`src/design/assert_macros.svh`:
```
// Assertion macros shared by the filter unit's controller and datapath.
// Define ASSERT_OFF to compile the checks out; no other dependencies.
`ifndef ASSERT_MACROS_SVH
`define ASSERT_MACROS_SVH

`ifndef ASSERT_OFF

// Checks a property on every rising clock edge outside reset.
`define ASSERT_PROP(label, clk, rst_n, prop) \
    label: assert property (@(posedge clk) disable iff (!rst_n) (prop)) \
        else $error("assertion failed");

// Checks that a condition never holds on a rising clock edge outside reset.
`define ASSERT_NEVER(label, clk, rst_n, cond) \
    label: assert property (@(posedge clk) disable iff (!rst_n) !(cond)) \
        else $error("forbidden condition seen");

`else

`define ASSERT_PROP(label, clk, rst_n, prop)
`define ASSERT_NEVER(label, clk, rst_n, cond)

`endif

`endif

```
`src/design/mbq_pkg.sv`:
```
// Shared types and constants for the multichannel biquad filter unit.
// Used by the controller, the datapath, the register block and the top level.
package mbq_pkg;

    localparam int HIST_BITS     = 32;
    localparam int ACC_W         = 64;
    localparam int CFG_ADDR_BITS = 5;
    localparam int CHAN_BITS     = 3;
    localparam int ACTIVE_BITS   = 4;

    // Input command codes.
    localparam logic CMD_FILTER = 1'b0;
    localparam logic CMD_CLEAR  = 1'b1;

    // Register indexes (byte address divided by four).
    localparam logic [2:0] REG_COEF_B0 = 3'd0;
    localparam logic [2:0] REG_COEF_B1 = 3'd1;
    localparam logic [2:0] REG_COEF_B2 = 3'd2;
    localparam logic [2:0] REG_COEF_A1 = 3'd3;
    localparam logic [2:0] REG_COEF_A2 = 3'd4;
    localparam logic [2:0] REG_ACTIVE  = 3'd5;

    typedef enum logic [2:0] {
        MUL_A1H1 = 3'd0,
        MUL_A2H2 = 3'd1,
        MUL_B0F  = 3'd2,
        MUL_B1H1 = 3'd3,
        MUL_B2H2 = 3'd4
    } mul_sel_t;

    typedef enum logic [2:0] {
        ACC_HOLD      = 3'd0,
        ACC_LOAD_X    = 3'd1,
        ACC_LOAD_PROD = 3'd2,
        ACC_ADD_PROD  = 3'd3,
        ACC_SUB_PROD  = 3'd4,
        ACC_ADD_ROUND = 3'd5
    } acc_op_t;

    typedef struct packed {
        logic     load_item;
        logic     clear_hist;
        logic     mul_en;
        mul_sel_t mul_sel;
        acc_op_t  acc_op;
        logic     f_load;
        logic     finish;
    } dp_cmd_t;

    typedef struct packed {
        logic item_clear;
        logic item_filter;
    } dp_status_t;

endpackage

```
`src/design/mbq_ram.sv`:
```
// Generic single-port-write, single-port-read RAM with registered read data.
// No dependencies.
module mbq_ram #(
    parameter int WIDTH = 64,
    parameter int DEPTH = 8,
    localparam int AW = (DEPTH > 1) ? $clog2(DEPTH) : 1
) (
    input  logic             clk,
    input  logic             we,
    input  logic [AW-1:0]    waddr,
    input  logic [WIDTH-1:0] wdata,
    input  logic             re,
    input  logic [AW-1:0]    raddr,
    output logic [WIDTH-1:0] rdata
);

    logic [WIDTH-1:0] mem [DEPTH];
    logic [WIDTH-1:0] rdata_reg;

    always_ff @(posedge clk)
    begin
        if (we)
        begin
            mem[waddr] <= wdata;
        end
        if (re)
        begin
            rdata_reg <= mem[raddr];
        end
    end

    assign rdata = rdata_reg;

endmodule

```
`src/design/mbq_regs.sv`:
```
// Configuration register block behind the APB-style port.
// Depends on mbq_pkg for register indexes and widths.
module mbq_regs #(
    parameter int COEF_BITS = 24
) (
    input  logic                                 clk,
    input  logic                                 rst_n,
    input  logic                                 psel,
    input  logic                                 penable,
    input  logic                                 pwrite,
    input  logic [mbq_pkg::CFG_ADDR_BITS-1:0]    paddr,
    input  logic [31:0]                          pwdata,
    output logic [31:0]                          prdata,
    output logic                                 pready,
    output logic signed [COEF_BITS-1:0]          coef_b0,
    output logic signed [COEF_BITS-1:0]          coef_b1,
    output logic signed [COEF_BITS-1:0]          coef_b2,
    output logic signed [COEF_BITS-1:0]          coef_a1,
    output logic signed [COEF_BITS-1:0]          coef_a2,
    output logic [mbq_pkg::ACTIVE_BITS-1:0]      active_channels
);

    import mbq_pkg::*;

    // Unity gain in the Q3 coefficient format.
    localparam logic [COEF_BITS-1:0] COEF_ONE = COEF_BITS'(1) << (COEF_BITS - 4);

    logic [COEF_BITS-1:0]   b0_reg, b1_reg, b2_reg, a1_reg, a2_reg;
    logic [ACTIVE_BITS-1:0] active_reg;
    logic [2:0]             index;
    logic                   wr_en;

    assign index  = paddr[CFG_ADDR_BITS-1:2];
    assign wr_en  = psel & penable & pwrite;
    assign pready = 1'b1;

    always_ff @(posedge clk or negedge rst_n)
    begin
        if (!rst_n)
        begin
            b0_reg     <= COEF_ONE;
            b1_reg     <= '0;
            b2_reg     <= '0;
            a1_reg     <= '0;
            a2_reg     <= '0;
            active_reg <= ACTIVE_BITS'(2);
        end
        else if (wr_en)
        begin
            unique case (index)
                REG_COEF_B0: b0_reg     <= pwdata[COEF_BITS-1:0];
                REG_COEF_B1: b1_reg     <= pwdata[COEF_BITS-1:0];
                REG_COEF_B2: b2_reg     <= pwdata[COEF_BITS-1:0];
                REG_COEF_A1: a1_reg     <= pwdata[COEF_BITS-1:0];
                REG_COEF_A2: a2_reg     <= pwdata[COEF_BITS-1:0];
                REG_ACTIVE:  active_reg <= pwdata[ACTIVE_BITS-1:0];
                default:     ;
            endcase
        end
    end

    always_comb
    begin
        unique case (index)
            REG_COEF_B0: prdata = 32'($signed(b0_reg));
            REG_COEF_B1: prdata = 32'($signed(b1_reg));
            REG_COEF_B2: prdata = 32'($signed(b2_reg));
            REG_COEF_A1: prdata = 32'($signed(a1_reg));
            REG_COEF_A2: prdata = 32'($signed(a2_reg));
            REG_ACTIVE:  prdata = 32'(active_reg);
            default:     prdata = '0;
        endcase
    end

    assign coef_b0         = $signed(b0_reg);
    assign coef_b1         = $signed(b1_reg);
    assign coef_b2         = $signed(b2_reg);
    assign coef_a1         = $signed(a1_reg);
    assign coef_a2         = $signed(a2_reg);
    assign active_channels = active_reg;

endmodule

```
`src/design/mbq_ctrl.sv`:
```
// Controller state machine: sequences the shared multiplier and accumulator
// and owns the stream handshakes. Depends on mbq_pkg and assert_macros.svh.
`include "assert_macros.svh"

module mbq_ctrl (
    input  logic                clk,
    input  logic                rst_n,
    input  logic                s_tvalid,
    output logic                s_tready,
    output logic                m_tvalid,
    input  logic                m_tready,
    input  mbq_pkg::dp_status_t status,
    output mbq_pkg::dp_cmd_t    cmd
);

    import mbq_pkg::*;

    typedef enum logic [11:0] {
        S_IDLE = 12'b0000_0000_0001,
        S_FB1  = 12'b0000_0000_0010,
        S_FB2  = 12'b0000_0000_0100,
        S_FB3  = 12'b0000_0000_1000,
        S_FBR  = 12'b0000_0001_0000,
        S_FBF  = 12'b0000_0010_0000,
        S_FF0  = 12'b0000_0100_0000,
        S_FF1  = 12'b0000_1000_0000,
        S_FF2  = 12'b0001_0000_0000,
        S_FF3  = 12'b0010_0000_0000,
        S_FFR  = 12'b0100_0000_0000,
        S_DONE = 12'b1000_0000_0000
    } state_t;

    state_t state_reg, state_next;
    logic   out_valid_reg, out_valid_next;
    logic   filter_start;

    assign s_tready = (state_reg == S_IDLE);
    assign m_tvalid = out_valid_reg;
    assign filter_start = s_tvalid && s_tready && status.item_filter && !status.item_clear;

    always_comb
    begin
        state_next = state_reg;
        cmd        = '0;
        unique case (state_reg)
            S_IDLE:
            begin
                if (s_tvalid)
                begin
                    cmd.load_item = 1'b1;
                    cmd.acc_op    = ACC_LOAD_X;
                    if (status.item_clear)
                    begin
                        cmd.clear_hist = 1'b1;
                    end
                    else if (status.item_filter)
                    begin
                        state_next = S_FB1;
                    end
                    else
                    begin
                        state_next = S_DONE;
                    end
                end
            end
            S_FB1:
            begin
                cmd.mul_en  = 1'b1;
                cmd.mul_sel = MUL_A1H1;
                state_next  = S_FB2;
            end
            S_FB2:
            begin
                cmd.acc_op  = ACC_SUB_PROD;
                cmd.mul_en  = 1'b1;
                cmd.mul_sel = MUL_A2H2;
                state_next  = S_FB3;
            end
            S_FB3:
            begin
                cmd.acc_op = ACC_SUB_PROD;
                state_next = S_FBR;
            end
            S_FBR:
            begin
                cmd.acc_op = ACC_ADD_ROUND;
                state_next = S_FBF;
            end
            S_FBF:
            begin
                cmd.f_load = 1'b1;
                state_next = S_FF0;
            end
            S_FF0:
            begin
                cmd.mul_en  = 1'b1;
                cmd.mul_sel = MUL_B0F;
                state_next  = S_FF1;
            end
            S_FF1:
            begin
                cmd.acc_op  = ACC_LOAD_PROD;
                cmd.mul_en  = 1'b1;
                cmd.mul_sel = MUL_B1H1;
                state_next  = S_FF2;
            end
            S_FF2:
            begin
                cmd.acc_op  = ACC_ADD_PROD;
                cmd.mul_en  = 1'b1;
                cmd.mul_sel = MUL_B2H2;
                state_next  = S_FF3;
            end
            S_FF3:
            begin
                cmd.acc_op = ACC_ADD_PROD;
                state_next = S_FFR;
            end
            S_FFR:
            begin
                cmd.acc_op = ACC_ADD_ROUND;
                state_next = S_DONE;
            end
            S_DONE:
            begin
                // The result waits here until the output register is free.
                if (!out_valid_reg || m_tready)
                begin
                    cmd.finish = 1'b1;
                    state_next = S_IDLE;
                end
            end
            default:
            begin
                state_next = S_IDLE;
            end
        endcase
    end

    always_comb
    begin
        if (cmd.finish)
        begin
            out_valid_next = 1'b1;
        end
        else if (m_tready)
        begin
            out_valid_next = 1'b0;
        end
        else
        begin
            out_valid_next = out_valid_reg;
        end
    end

    always_ff @(posedge clk or negedge rst_n)
    begin
        if (!rst_n)
        begin
            state_reg     <= S_IDLE;
            out_valid_reg <= 1'b0;
        end
        else
        begin
            state_reg     <= state_next;
            out_valid_reg <= out_valid_next;
        end
    end

    `ASSERT_NEVER(a_no_result_overwrite, clk, rst_n, cmd.finish && out_valid_reg && !m_tready)
    `ASSERT_PROP(a_filter_starts, clk, rst_n, filter_start |=> (state_reg == S_FB1))

endmodule

```
`src/design/mbq_dp.sv`:
```
// Datapath: history RAM with valid bits, shared multiplier, saturating
// accumulator and output register. Depends on mbq_pkg, mbq_ram, assert_macros.svh.
`include "assert_macros.svh"

module mbq_dp #(
    parameter int MAX_CHANNELS = 8,
    parameter int SAMPLE_BITS  = 24,
    parameter int COEF_BITS    = 24
) (
    input  logic                                clk,
    input  logic                                rst_n,
    input  mbq_pkg::dp_cmd_t                    cmd,
    output mbq_pkg::dp_status_t                 status,
    input  logic signed [COEF_BITS-1:0]         coef_b0,
    input  logic signed [COEF_BITS-1:0]         coef_b1,
    input  logic signed [COEF_BITS-1:0]         coef_b2,
    input  logic signed [COEF_BITS-1:0]         coef_a1,
    input  logic signed [COEF_BITS-1:0]         coef_a2,
    input  logic [mbq_pkg::ACTIVE_BITS-1:0]     active_channels,
    input  logic                                command,
    input  logic [mbq_pkg::CHAN_BITS-1:0]       channel,
    input  logic signed [SAMPLE_BITS-1:0]       sample_in,
    output logic [mbq_pkg::CHAN_BITS-1:0]       channel_out,
    output logic signed [SAMPLE_BITS-1:0]       sample_out
);

    import mbq_pkg::*;

    localparam int AW        = (MAX_CHANNELS > 1) ? $clog2(MAX_CHANNELS) : 1;
    localparam int VDEPTH    = 1 << AW;
    localparam int COEF_FRAC = COEF_BITS - 4;
    localparam int PROD_W    = COEF_BITS + HIST_BITS;
    localparam logic signed [ACC_W-1:0] ROUND_HALF = ACC_W'(1) << (COEF_FRAC - 1);
    localparam logic signed [ACC_W-1:0] ACC_MAX = {1'b0, {(ACC_W-1){1'b1}}};
    localparam logic signed [ACC_W-1:0] ACC_MIN = {1'b1, {(ACC_W-1){1'b0}}};
    localparam logic [HIST_BITS-1:0]    HIST_MAX = {1'b0, {(HIST_BITS-1){1'b1}}};
    localparam logic [HIST_BITS-1:0]    HIST_MIN = {1'b1, {(HIST_BITS-1){1'b0}}};
    localparam logic [SAMPLE_BITS-1:0]  SMP_MAX = {1'b0, {(SAMPLE_BITS-1){1'b1}}};
    localparam logic [SAMPLE_BITS-1:0]  SMP_MIN = {1'b1, {(SAMPLE_BITS-1){1'b0}}};

    // Item registers.
    logic [CHAN_BITS-1:0]          chan_reg;
    logic signed [SAMPLE_BITS-1:0] x_reg;
    logic                          filt_reg;

    // History storage.
    logic [VDEPTH-1:0]             valid_reg;
    logic                          rvalid_reg;
    logic [AW+CHAN_BITS-1:0]       rd_wide, wr_wide;
    logic [AW-1:0]                 rd_addr, wr_addr;
    logic [2*HIST_BITS-1:0]        rdata, wdata;
    logic signed [HIST_BITS-1:0]   h1, h2;
    logic                          hist_we;

    // Arithmetic.
    logic signed [COEF_BITS-1:0]   mul_a;
    logic signed [HIST_BITS-1:0]   mul_b;
    logic signed [PROD_W-1:0]      product;
    logic signed [ACC_W-1:0]       prod_reg;
    logic signed [ACC_W-1:0]       acc_reg, acc_next;
    logic signed [ACC_W-1:0]       addend;
    logic signed [ACC_W:0]         sum;
    logic signed [ACC_W-1:0]       sum_sat;
    logic signed [ACC_W-1:0]       shifted;
    logic [HIST_BITS-1:0]          f_sat;
    logic [SAMPLE_BITS-1:0]        y_sat;
    logic signed [HIST_BITS-1:0]   f_reg;
    logic [CHAN_BITS-1:0]          chan_out_reg;
    logic [SAMPLE_BITS-1:0]        smp_out_reg;

    assign status.item_clear  = (command == CMD_CLEAR);
    assign status.item_filter = (command == CMD_FILTER)
                              && ({1'b0, channel} < active_channels)
                              && (32'(channel) < MAX_CHANNELS);

    assign rd_wide = {{AW{1'b0}}, channel};
    assign wr_wide = {{AW{1'b0}}, chan_reg};
    assign rd_addr = rd_wide[AW-1:0];
    assign wr_addr = wr_wide[AW-1:0];
    assign hist_we = cmd.finish & filt_reg;

    // The new first history word is f; the old first word moves to second.
    assign wdata = {h1, f_reg};

    mbq_ram #(
        .WIDTH (2 * HIST_BITS),
        .DEPTH (MAX_CHANNELS)
    ) u_hist_ram (
        .clk   (clk),
        .we    (hist_we),
        .waddr (wr_addr),
        .wdata (wdata),
        .re    (cmd.load_item),
        .raddr (rd_addr),
        .rdata (rdata)
    );

    // A row never written since reset or the last clear reads as zero.
    assign h1 = rvalid_reg ? $signed(rdata[HIST_BITS-1:0]) : '0;
    assign h2 = rvalid_reg ? $signed(rdata[2*HIST_BITS-1:HIST_BITS]) : '0;

    always_ff @(posedge clk or negedge rst_n)
    begin
        if (!rst_n)
        begin
            valid_reg  <= '0;
            rvalid_reg <= 1'b0;
            filt_reg   <= 1'b0;
        end
        else
        begin
            if (cmd.clear_hist)
            begin
                valid_reg <= '0;
            end
            else if (hist_we)
            begin
                valid_reg[wr_addr] <= 1'b1;
            end
            if (cmd.load_item)
            begin
                rvalid_reg <= valid_reg[rd_addr];
                filt_reg   <= status.item_filter;
            end
        end
    end

    always_comb
    begin
        case (cmd.mul_sel)
            MUL_A1H1:
            begin
                mul_a = coef_a1;
                mul_b = h1;
            end
            MUL_A2H2:
            begin
                mul_a = coef_a2;
                mul_b = h2;
            end
            MUL_B0F:
            begin
                mul_a = coef_b0;
                mul_b = f_reg;
            end
            MUL_B1H1:
            begin
                mul_a = coef_b1;
                mul_b = h1;
            end
            MUL_B2H2:
            begin
                mul_a = coef_b2;
                mul_b = h2;
            end
            default:
            begin
                mul_a = '0;
                mul_b = '0;
            end
        endcase
    end

    assign product = mul_a * mul_b;

    // Saturating add at the accumulator's signed limits.
    always_comb
    begin
        case (cmd.acc_op)
            ACC_SUB_PROD:  addend = -prod_reg;
            ACC_ADD_ROUND: addend = ROUND_HALF;
            default:       addend = prod_reg;
        endcase
        sum = {acc_reg[ACC_W-1], acc_reg} + {addend[ACC_W-1], addend};
        if (sum[ACC_W] != sum[ACC_W-1])
        begin
            sum_sat = sum[ACC_W] ? ACC_MIN : ACC_MAX;
        end
        else
        begin
            sum_sat = sum[ACC_W-1:0];
        end
    end

    always_comb
    begin
        case (cmd.acc_op)
            ACC_LOAD_X:    acc_next = ACC_W'(sample_in) <<< COEF_FRAC;
            ACC_LOAD_PROD: acc_next = prod_reg;
            ACC_ADD_PROD,
            ACC_SUB_PROD,
            ACC_ADD_ROUND: acc_next = sum_sat;
            default:       acc_next = acc_reg;
        endcase
    end

    // Floor shift out the coefficient fraction, then saturate to each width.
    assign shifted = acc_reg >>> COEF_FRAC;

    always_comb
    begin
        if ((&shifted[ACC_W-1:HIST_BITS-1]) || !(|shifted[ACC_W-1:HIST_BITS-1]))
        begin
            f_sat = shifted[HIST_BITS-1:0];
        end
        else
        begin
            f_sat = shifted[ACC_W-1] ? HIST_MIN : HIST_MAX;
        end
        if ((&shifted[ACC_W-1:SAMPLE_BITS-1]) || !(|shifted[ACC_W-1:SAMPLE_BITS-1]))
        begin
            y_sat = shifted[SAMPLE_BITS-1:0];
        end
        else
        begin
            y_sat = shifted[ACC_W-1] ? SMP_MIN : SMP_MAX;
        end
    end

    always_ff @(posedge clk)
    begin
        if (cmd.load_item)
        begin
            chan_reg <= channel;
            x_reg    <= sample_in;
        end
        if (cmd.mul_en)
        begin
            prod_reg <= ACC_W'(product);
        end
        acc_reg <= acc_next;
        if (cmd.f_load)
        begin
            f_reg <= $signed(f_sat);
        end
        if (cmd.finish)
        begin
            chan_out_reg <= chan_reg;
            smp_out_reg  <= filt_reg ? y_sat : x_reg;
        end
    end

    assign channel_out = chan_out_reg;
    assign sample_out  = $signed(smp_out_reg);

    `ASSERT_PROP(a_clear_empties_history, clk, rst_n, cmd.clear_hist |=> (valid_reg == '0))
    `ASSERT_PROP(a_write_marks_row, clk, rst_n, hist_we |=> valid_reg[$past(wr_addr)])

endmodule

```
`src/design/multichannel_biquad_filter_unit.sv`:
```
// Multichannel biquad (direct form II) filter unit, top level.
// A filtered sample passes the feedback states and then the feed-forward states
// before it shows on m_tvalid; a pass-through sample skips both, and a clear
// gives no result. The unit takes one item at a time; a filtered sample needs
// five products sequenced through one shared multiplier and accumulator.
// Reset (async, active low) restores coefficients and empties all history.
module multichannel_biquad_filter_unit #(
    parameter int MAX_CHANNELS = 8,
    parameter int SAMPLE_BITS  = 24,
    parameter int COEF_BITS    = 24,
    localparam int TDATA_W = ((mbq_pkg::CHAN_BITS + SAMPLE_BITS + 7) / 8) * 8
) (
    input  logic                              clk,
    input  logic                              rst_n,
    input  logic                              psel,
    input  logic                              penable,
    input  logic                              pwrite,
    input  logic [mbq_pkg::CFG_ADDR_BITS-1:0] paddr,
    input  logic [31:0]                       pwdata,
    output logic [31:0]                       prdata,
    output logic                              pready,
    input  logic                              s_tvalid,
    output logic                              s_tready,
    input  logic [TDATA_W-1:0]                s_tdata,  // channel, sample_in
    input  logic                              s_tuser,  // command
    output logic                              m_tvalid,
    input  logic                              m_tready,
    output logic [TDATA_W-1:0]                m_tdata   // channel_out, sample_out
);

    import mbq_pkg::*;

    logic signed [COEF_BITS-1:0]   coef_b0, coef_b1, coef_b2, coef_a1, coef_a2;
    logic [ACTIVE_BITS-1:0]        active_channels;
    dp_cmd_t                       cmd;
    dp_status_t                    status;
    logic [CHAN_BITS-1:0]          channel_out;
    logic signed [SAMPLE_BITS-1:0] sample_out;

    mbq_regs #(
        .COEF_BITS (COEF_BITS)
    ) u_regs (
        .clk             (clk),
        .rst_n           (rst_n),
        .psel            (psel),
        .penable         (penable),
        .pwrite          (pwrite),
        .paddr           (paddr),
        .pwdata          (pwdata),
        .prdata          (prdata),
        .pready          (pready),
        .coef_b0         (coef_b0),
        .coef_b1         (coef_b1),
        .coef_b2         (coef_b2),
        .coef_a1         (coef_a1),
        .coef_a2         (coef_a2),
        .active_channels (active_channels)
    );

    mbq_ctrl u_ctrl (
        .clk      (clk),
        .rst_n    (rst_n),
        .s_tvalid (s_tvalid),
        .s_tready (s_tready),
        .m_tvalid (m_tvalid),
        .m_tready (m_tready),
        .status   (status),
        .cmd      (cmd)
    );

    mbq_dp #(
        .MAX_CHANNELS (MAX_CHANNELS),
        .SAMPLE_BITS  (SAMPLE_BITS),
        .COEF_BITS    (COEF_BITS)
    ) u_dp (
        .clk             (clk),
        .rst_n           (rst_n),
        .cmd             (cmd),
        .status          (status),
        .coef_b0         (coef_b0),
        .coef_b1         (coef_b1),
        .coef_b2         (coef_b2),
        .coef_a1         (coef_a1),
        .coef_a2         (coef_a2),
        .active_channels (active_channels),
        .command         (s_tuser),
        .channel         (s_tdata[CHAN_BITS-1:0]),
        .sample_in       ($signed(s_tdata[CHAN_BITS+SAMPLE_BITS-1:CHAN_BITS])),
        .channel_out     (channel_out),
        .sample_out      (sample_out)
    );

    assign m_tdata = TDATA_W'({sample_out, channel_out});

endmodule

```
`config.mk`:
```
export PLATFORM = sky130hd
export DESIGN_NAME = multichannel_biquad_filter_unit
export DESIGN_NICKNAME = d
export VERILOG_FILES = /design/src/design/mbq_pkg.sv /design/src/design/mbq_ram.sv /design/src/design/mbq_regs.sv /design/src/design/mbq_ctrl.sv /design/src/design/mbq_dp.sv /design/src/design/multichannel_biquad_filter_unit.sv
export VERILOG_INCLUDE_DIRS = /design/src /design/src/design
export SDC_FILE = /design/constraint.sdc
export NUM_CORES = 2
export LEC_CHECK = 0
export BUFFER_PORTS_ARGS = -buffer_cell sky130_fd_sc_hd__buf_4
export CORE_AREA = 2 2 448 450
export CTS_CLUSTER_SIZE = 40
export DETAILED_ROUTE_END_ITERATION = 10
export DIE_AREA = 0 0 450 452
export HOLD_SLACK_MARGIN = 0.1
export SYNTH_ARGS = -nofsm -noshare
export SYNTH_HDL_FRONTEND = slang
export SYNTH_SLANG_ARGS = --single-unit
export TNS_END_PERCENT = 100
```
`constraint.sdc`:
```
create_clock -name clk -period 12.22 [get_ports clk]
set_input_delay 0 -clock clk [delete_from_list [all_inputs] [get_ports clk]]
set_output_delay 0 -clock clk [all_outputs]
set_load 0.005 [all_outputs]
```
==> flow_metrics.env <==
export IMPL_path_max_fanout=16
export IMPL_setup_viol=0
export IMPL_nNetsFinal=7236
export IMPL_clkLatencyLatePin_ns=0.72
export IMPL_core_area_mm2=0.199
export IMPL_wl_um=203000
export IMPL_ir_worst_vdd_mv=0.130
export IMPL_postLayoutCoreUtil_pct=38.9
export IMPL_max_cap_violations=0
export IMPL_cts_sinks=929
export IMPL_synth_warning_count=0
export IMPL_synth_seq_cells=929
export IMPL_ys_dominant_reg_cell="edfxtp_1"
export IMPL_rsz0062_at_grt="false"
export IMPL_period_minus_slack_ns=11.23
export IMPL_grt_ovfl_total=0
export IMPL_io_buffer_count=122
export IMPL_status="finished clean"
export IMPL_netlist_top_cells_area="edfxtp_1 34%, fa_1 23%, dfrtp_1 5.2%"
export IMPL_criticalPathCategory="reg -> reg"
export IMPL_synth_seq_area_share_pct=39.3
export IMPL_syn_area_mm2=0.0692
export IMPL_area_delta_synth_final_pct=11.6
export IMPL_yosys_area_top_type="edfxtp_1"
export IMPL_min_path_cells=3
export IMPL_placementRows=164
export IMPL_grt_start_max_net_pins=90
export IMPL_path_delay_family="adder cells"
export IMPL_grt_pass1_vias=49274
export IMPL_clkTransAtPathRegs_ns=0.06
export IMPL_start_util_pct=34.8
export IMPL_dp_hpwl_um=146000
export IMPL_ctsHoldBuffers=109
export IMPL_syn_inst=6043
export IMPL_vias=47199
export IMPL_die_area_mm2=0.203
export IMPL_yosysUniqueCellTypes=100
export IMPL_ant_nets=0
export IMPL_critical_path_required_ns=12.69
export IMPL_antenna_found_initial=2
export IMPL_die_y_um=452
export IMPL_path_depth=30
export IMPL_tightest_slew_ns=1.17
export IMPL_cts_buffers=94
export IMPL_reg2reg_depth=30
export IMPL_hold_violations=0
export IMPL_cts_tree="yes"
export IMPL_synth_edf_count=782
export IMPL_clk_path_buf_depth=3
export IMPL_synth_top_area_share_pct=33.9
export IMPL_grt_usage_pct=20.0
export IMPL_critPathMaxStageDelay_ns=0.84
export IMPL_async_flop_share_pct=15.8
export IMPL_slew_viol_final=0
export IMPL_cp_slowest_cell="nor3b_4"
export IMPL_cts_root_buf="clkbuf_16"
export IMPL_place_congestion=0.929
export IMPL_crit_top_cell="fa_1"
export IMPL_arrival_ns=11.70
export IMPL_slew_headroom_pct=21.7
export IMPL_multiInputGateArea_mm2=0.0375
export IMPL_power_density_mw_per_mm2=131
export IMPL_avgRoutedWirePerCell_um=22.9
export IMPL_ctsResizeCount=0
export IMPL_syn_avg_cell_area_um2=11.5
export IMPL_crit_buf_inv=4
export IMPL_grt_first_pass_wirelength_um=308000
export IMPL_min_period_over_period_pct=91.9
export IMPL_via_per_inst=5.31
export IMPL_pin_count=144
export IMPL_finClkSkew_ns=0.0554
export IMPL_seqCellArea_mm2=0.0272
export IMPL_htreeDepth=3
export IMPL_tns_ns=0
export IMPL_fillers=19098
export IMPL_p_leak_nw=31.1
export IMPL_holdWs_ns=0.139
export IMPL_die_x_um=450
export IMPL_largest_reg_flops=512
export IMPL_startpoint_type="register"
export IMPL_endpoint_kind="register"
export IMPL_first_pass_iters=6
export IMPL_hp_class="in -> reg"
export IMPL_drive_gt1_share_pct=12.3
export IMPL_post_cts_setup_buffer_count=0
export IMPL_drt_initial_drc_count=4213
export IMPL_fmax_mhz=89.1
export IMPL_route_detailed_drc=0
power breakdown:
group / internal (mW) / leakage [nW] / switching [mW]
Clock: 1.63 / 1.50 / 1.28
Sequential: 3.80 / 8.65 / 0.212
Combinational: 1.11 / 21.0 / 2.08
layer usage:
metal / part of all wire (%) / up-vias / GRT usage (%)
li1: - / 20351 / -
met1: 39 / 24491 / 25.5
met2: 48 / 1921 / 33.4
met3: 7.5 / 434 / 3.43
met4: 5.2 / 2 / 9.07
met5: 0.0079 / - / 0
cells in the mapped netlist (8+ instances only):
| cell | number |
|---|---|
| ha_1 | 217 |
| nand2_1 | 768 |
| mux2i_1 | 35 |
| a21boi_0 | 15 |
| o22ai_1 | 19 |
| nand3_1 | 83 |
| o21a_1 | 13 |
| and2_1 | 82 |
| a31oi_1 | 16 |
| a21oi_1 | 292 |
| o221ai_1 | 8 |
| edfxtp_1 | 782 |
| nor4_1 | 15 |
| and3_1 | 16 |
| inv_1 | 886 |
| nand4_1 | 30 |
| a222oi_1 | 24 |
| dfrtp_1 | 144 |
| o21bai_1 | 14 |
| mux2_2 | 188 |
| xor2_1 | 60 |
| or3_1 | 15 |
| buf_4 | 21 |
| fa_1 | 784 |
| o21ai_0 | 130 |
| o21ai_1 | 43 |
| clkbuf_1 | 193 |
| nor3b_1 | 12 |
| o31ai_1 | 10 |
| buf_1 | 26 |
| mux4_2 | 134 |
| xnor2_1 | 110 |
| nand2b_1 | 44 |
| nor2b_1 | 22 |
| o211ai_1 | 10 |
| buf_2 | 73 |
| nor3_1 | 28 |
| nor2_1 | 423 |
| a21o_1 | 69 |
| a22oi_1 | 51 |
worst paths after layout:
path	end	slack (ns)	from
worst max register to register	u_dp.prod_reg[54]$_DFFE_PN_	0.99	u_ctrl.state_reg[1]$_DFFE_PN0P_
worst min-delay path	u_regs.coef_b2[20]$_DFFE_PN0P_	0.14	pwdata[20]
min in group asynchronous	u_regs.coef_b0[20]$_DFFE_PN1P_	0.38	rst_n
max in group asynchronous	u_dp.filt_reg$_DFFE_PN0P_	11.03	rst_n
worst max-delay path	u_dp.prod_reg[54]$_DFFE_PN_	0.99	u_ctrl.state_reg[1]$_DFFE_PN0P_
worst min register to register	u_dp.channel_out[0]$_DFFE_PP_	0.49	u_dp.chan_reg[0]$_DFFE_PP_
placed cells by master (no fill, tap or decap), types with 18 or more instances in the layout:
cell and count:
mux2_2 188, nor2_1 412, clkbuf_16 97, o21ai_0 130
xnor2_1 110, dfrtp_1 143, mux4_2 134, buf_4 223
nor3_1 25, mux2i_1 35, nand2b_1 43, ha_1 217
edfxtp_1 782, fa_1 784, o22ai_1 19, clkinv_1 18
and2_1 81, nand2_1 768, inv_1 885, a21oi_1 291
nand4_1 30, o21ai_1 43, a22oi_1 51, dlygate4sd3_1 108
nor2b_1 22, xor2_1 60, a222oi_1 24, nand3_1 82
a21o_1 69
stage by stage:
| stage | worst slack [ns] | cells | power [mW] | area [µm²] |
|---|---|---|---|---|
| 2_1_floorplan | 3.28 | 6047 | 6.12 | 69200 |
| 3_3_place_gp | 1.26 | 8609 | 7.16 | 73000 |
| 3_5_place_dp | 1.15 | 8609 | 7.19 | 73000 |
| 4_1_cts | 1.16 | 8889 | 10.1 | 77200 |
| 5_1_grt | 0.534 | 8890 | 10.6 | 77200 |
| 6_report | 0.992 | 8891 | 10.1 | 77200 |
worst min-delay path: cells and delay by family:
family,cells,cell delay (ns)
buffers and inverters,2,0.66
multiplexers,1,0.14
cell families after synthesis:
family	share of synthesized area (%)
and+or+nand+nor	10.0
xor gates and xnor gates	2.19
AOI/OAI and AO/OA	7.15
adders and majority gates	26.6
buffers and inverters	6.84
DFF	39.3
muxes	7.93
other	0.0109
layout make-up:
class	instances	area share [%]
repair buffers	335	3.65
inverters	887	4.32
diodes	2	0.00648
clock buffers	110	3.25
well taps	2656	4.30
multi-input cells	3911	48.6
clock inverters	61	0.744
flip-flops and latches	929	35.2
Power figures use the tool's default switching activity.
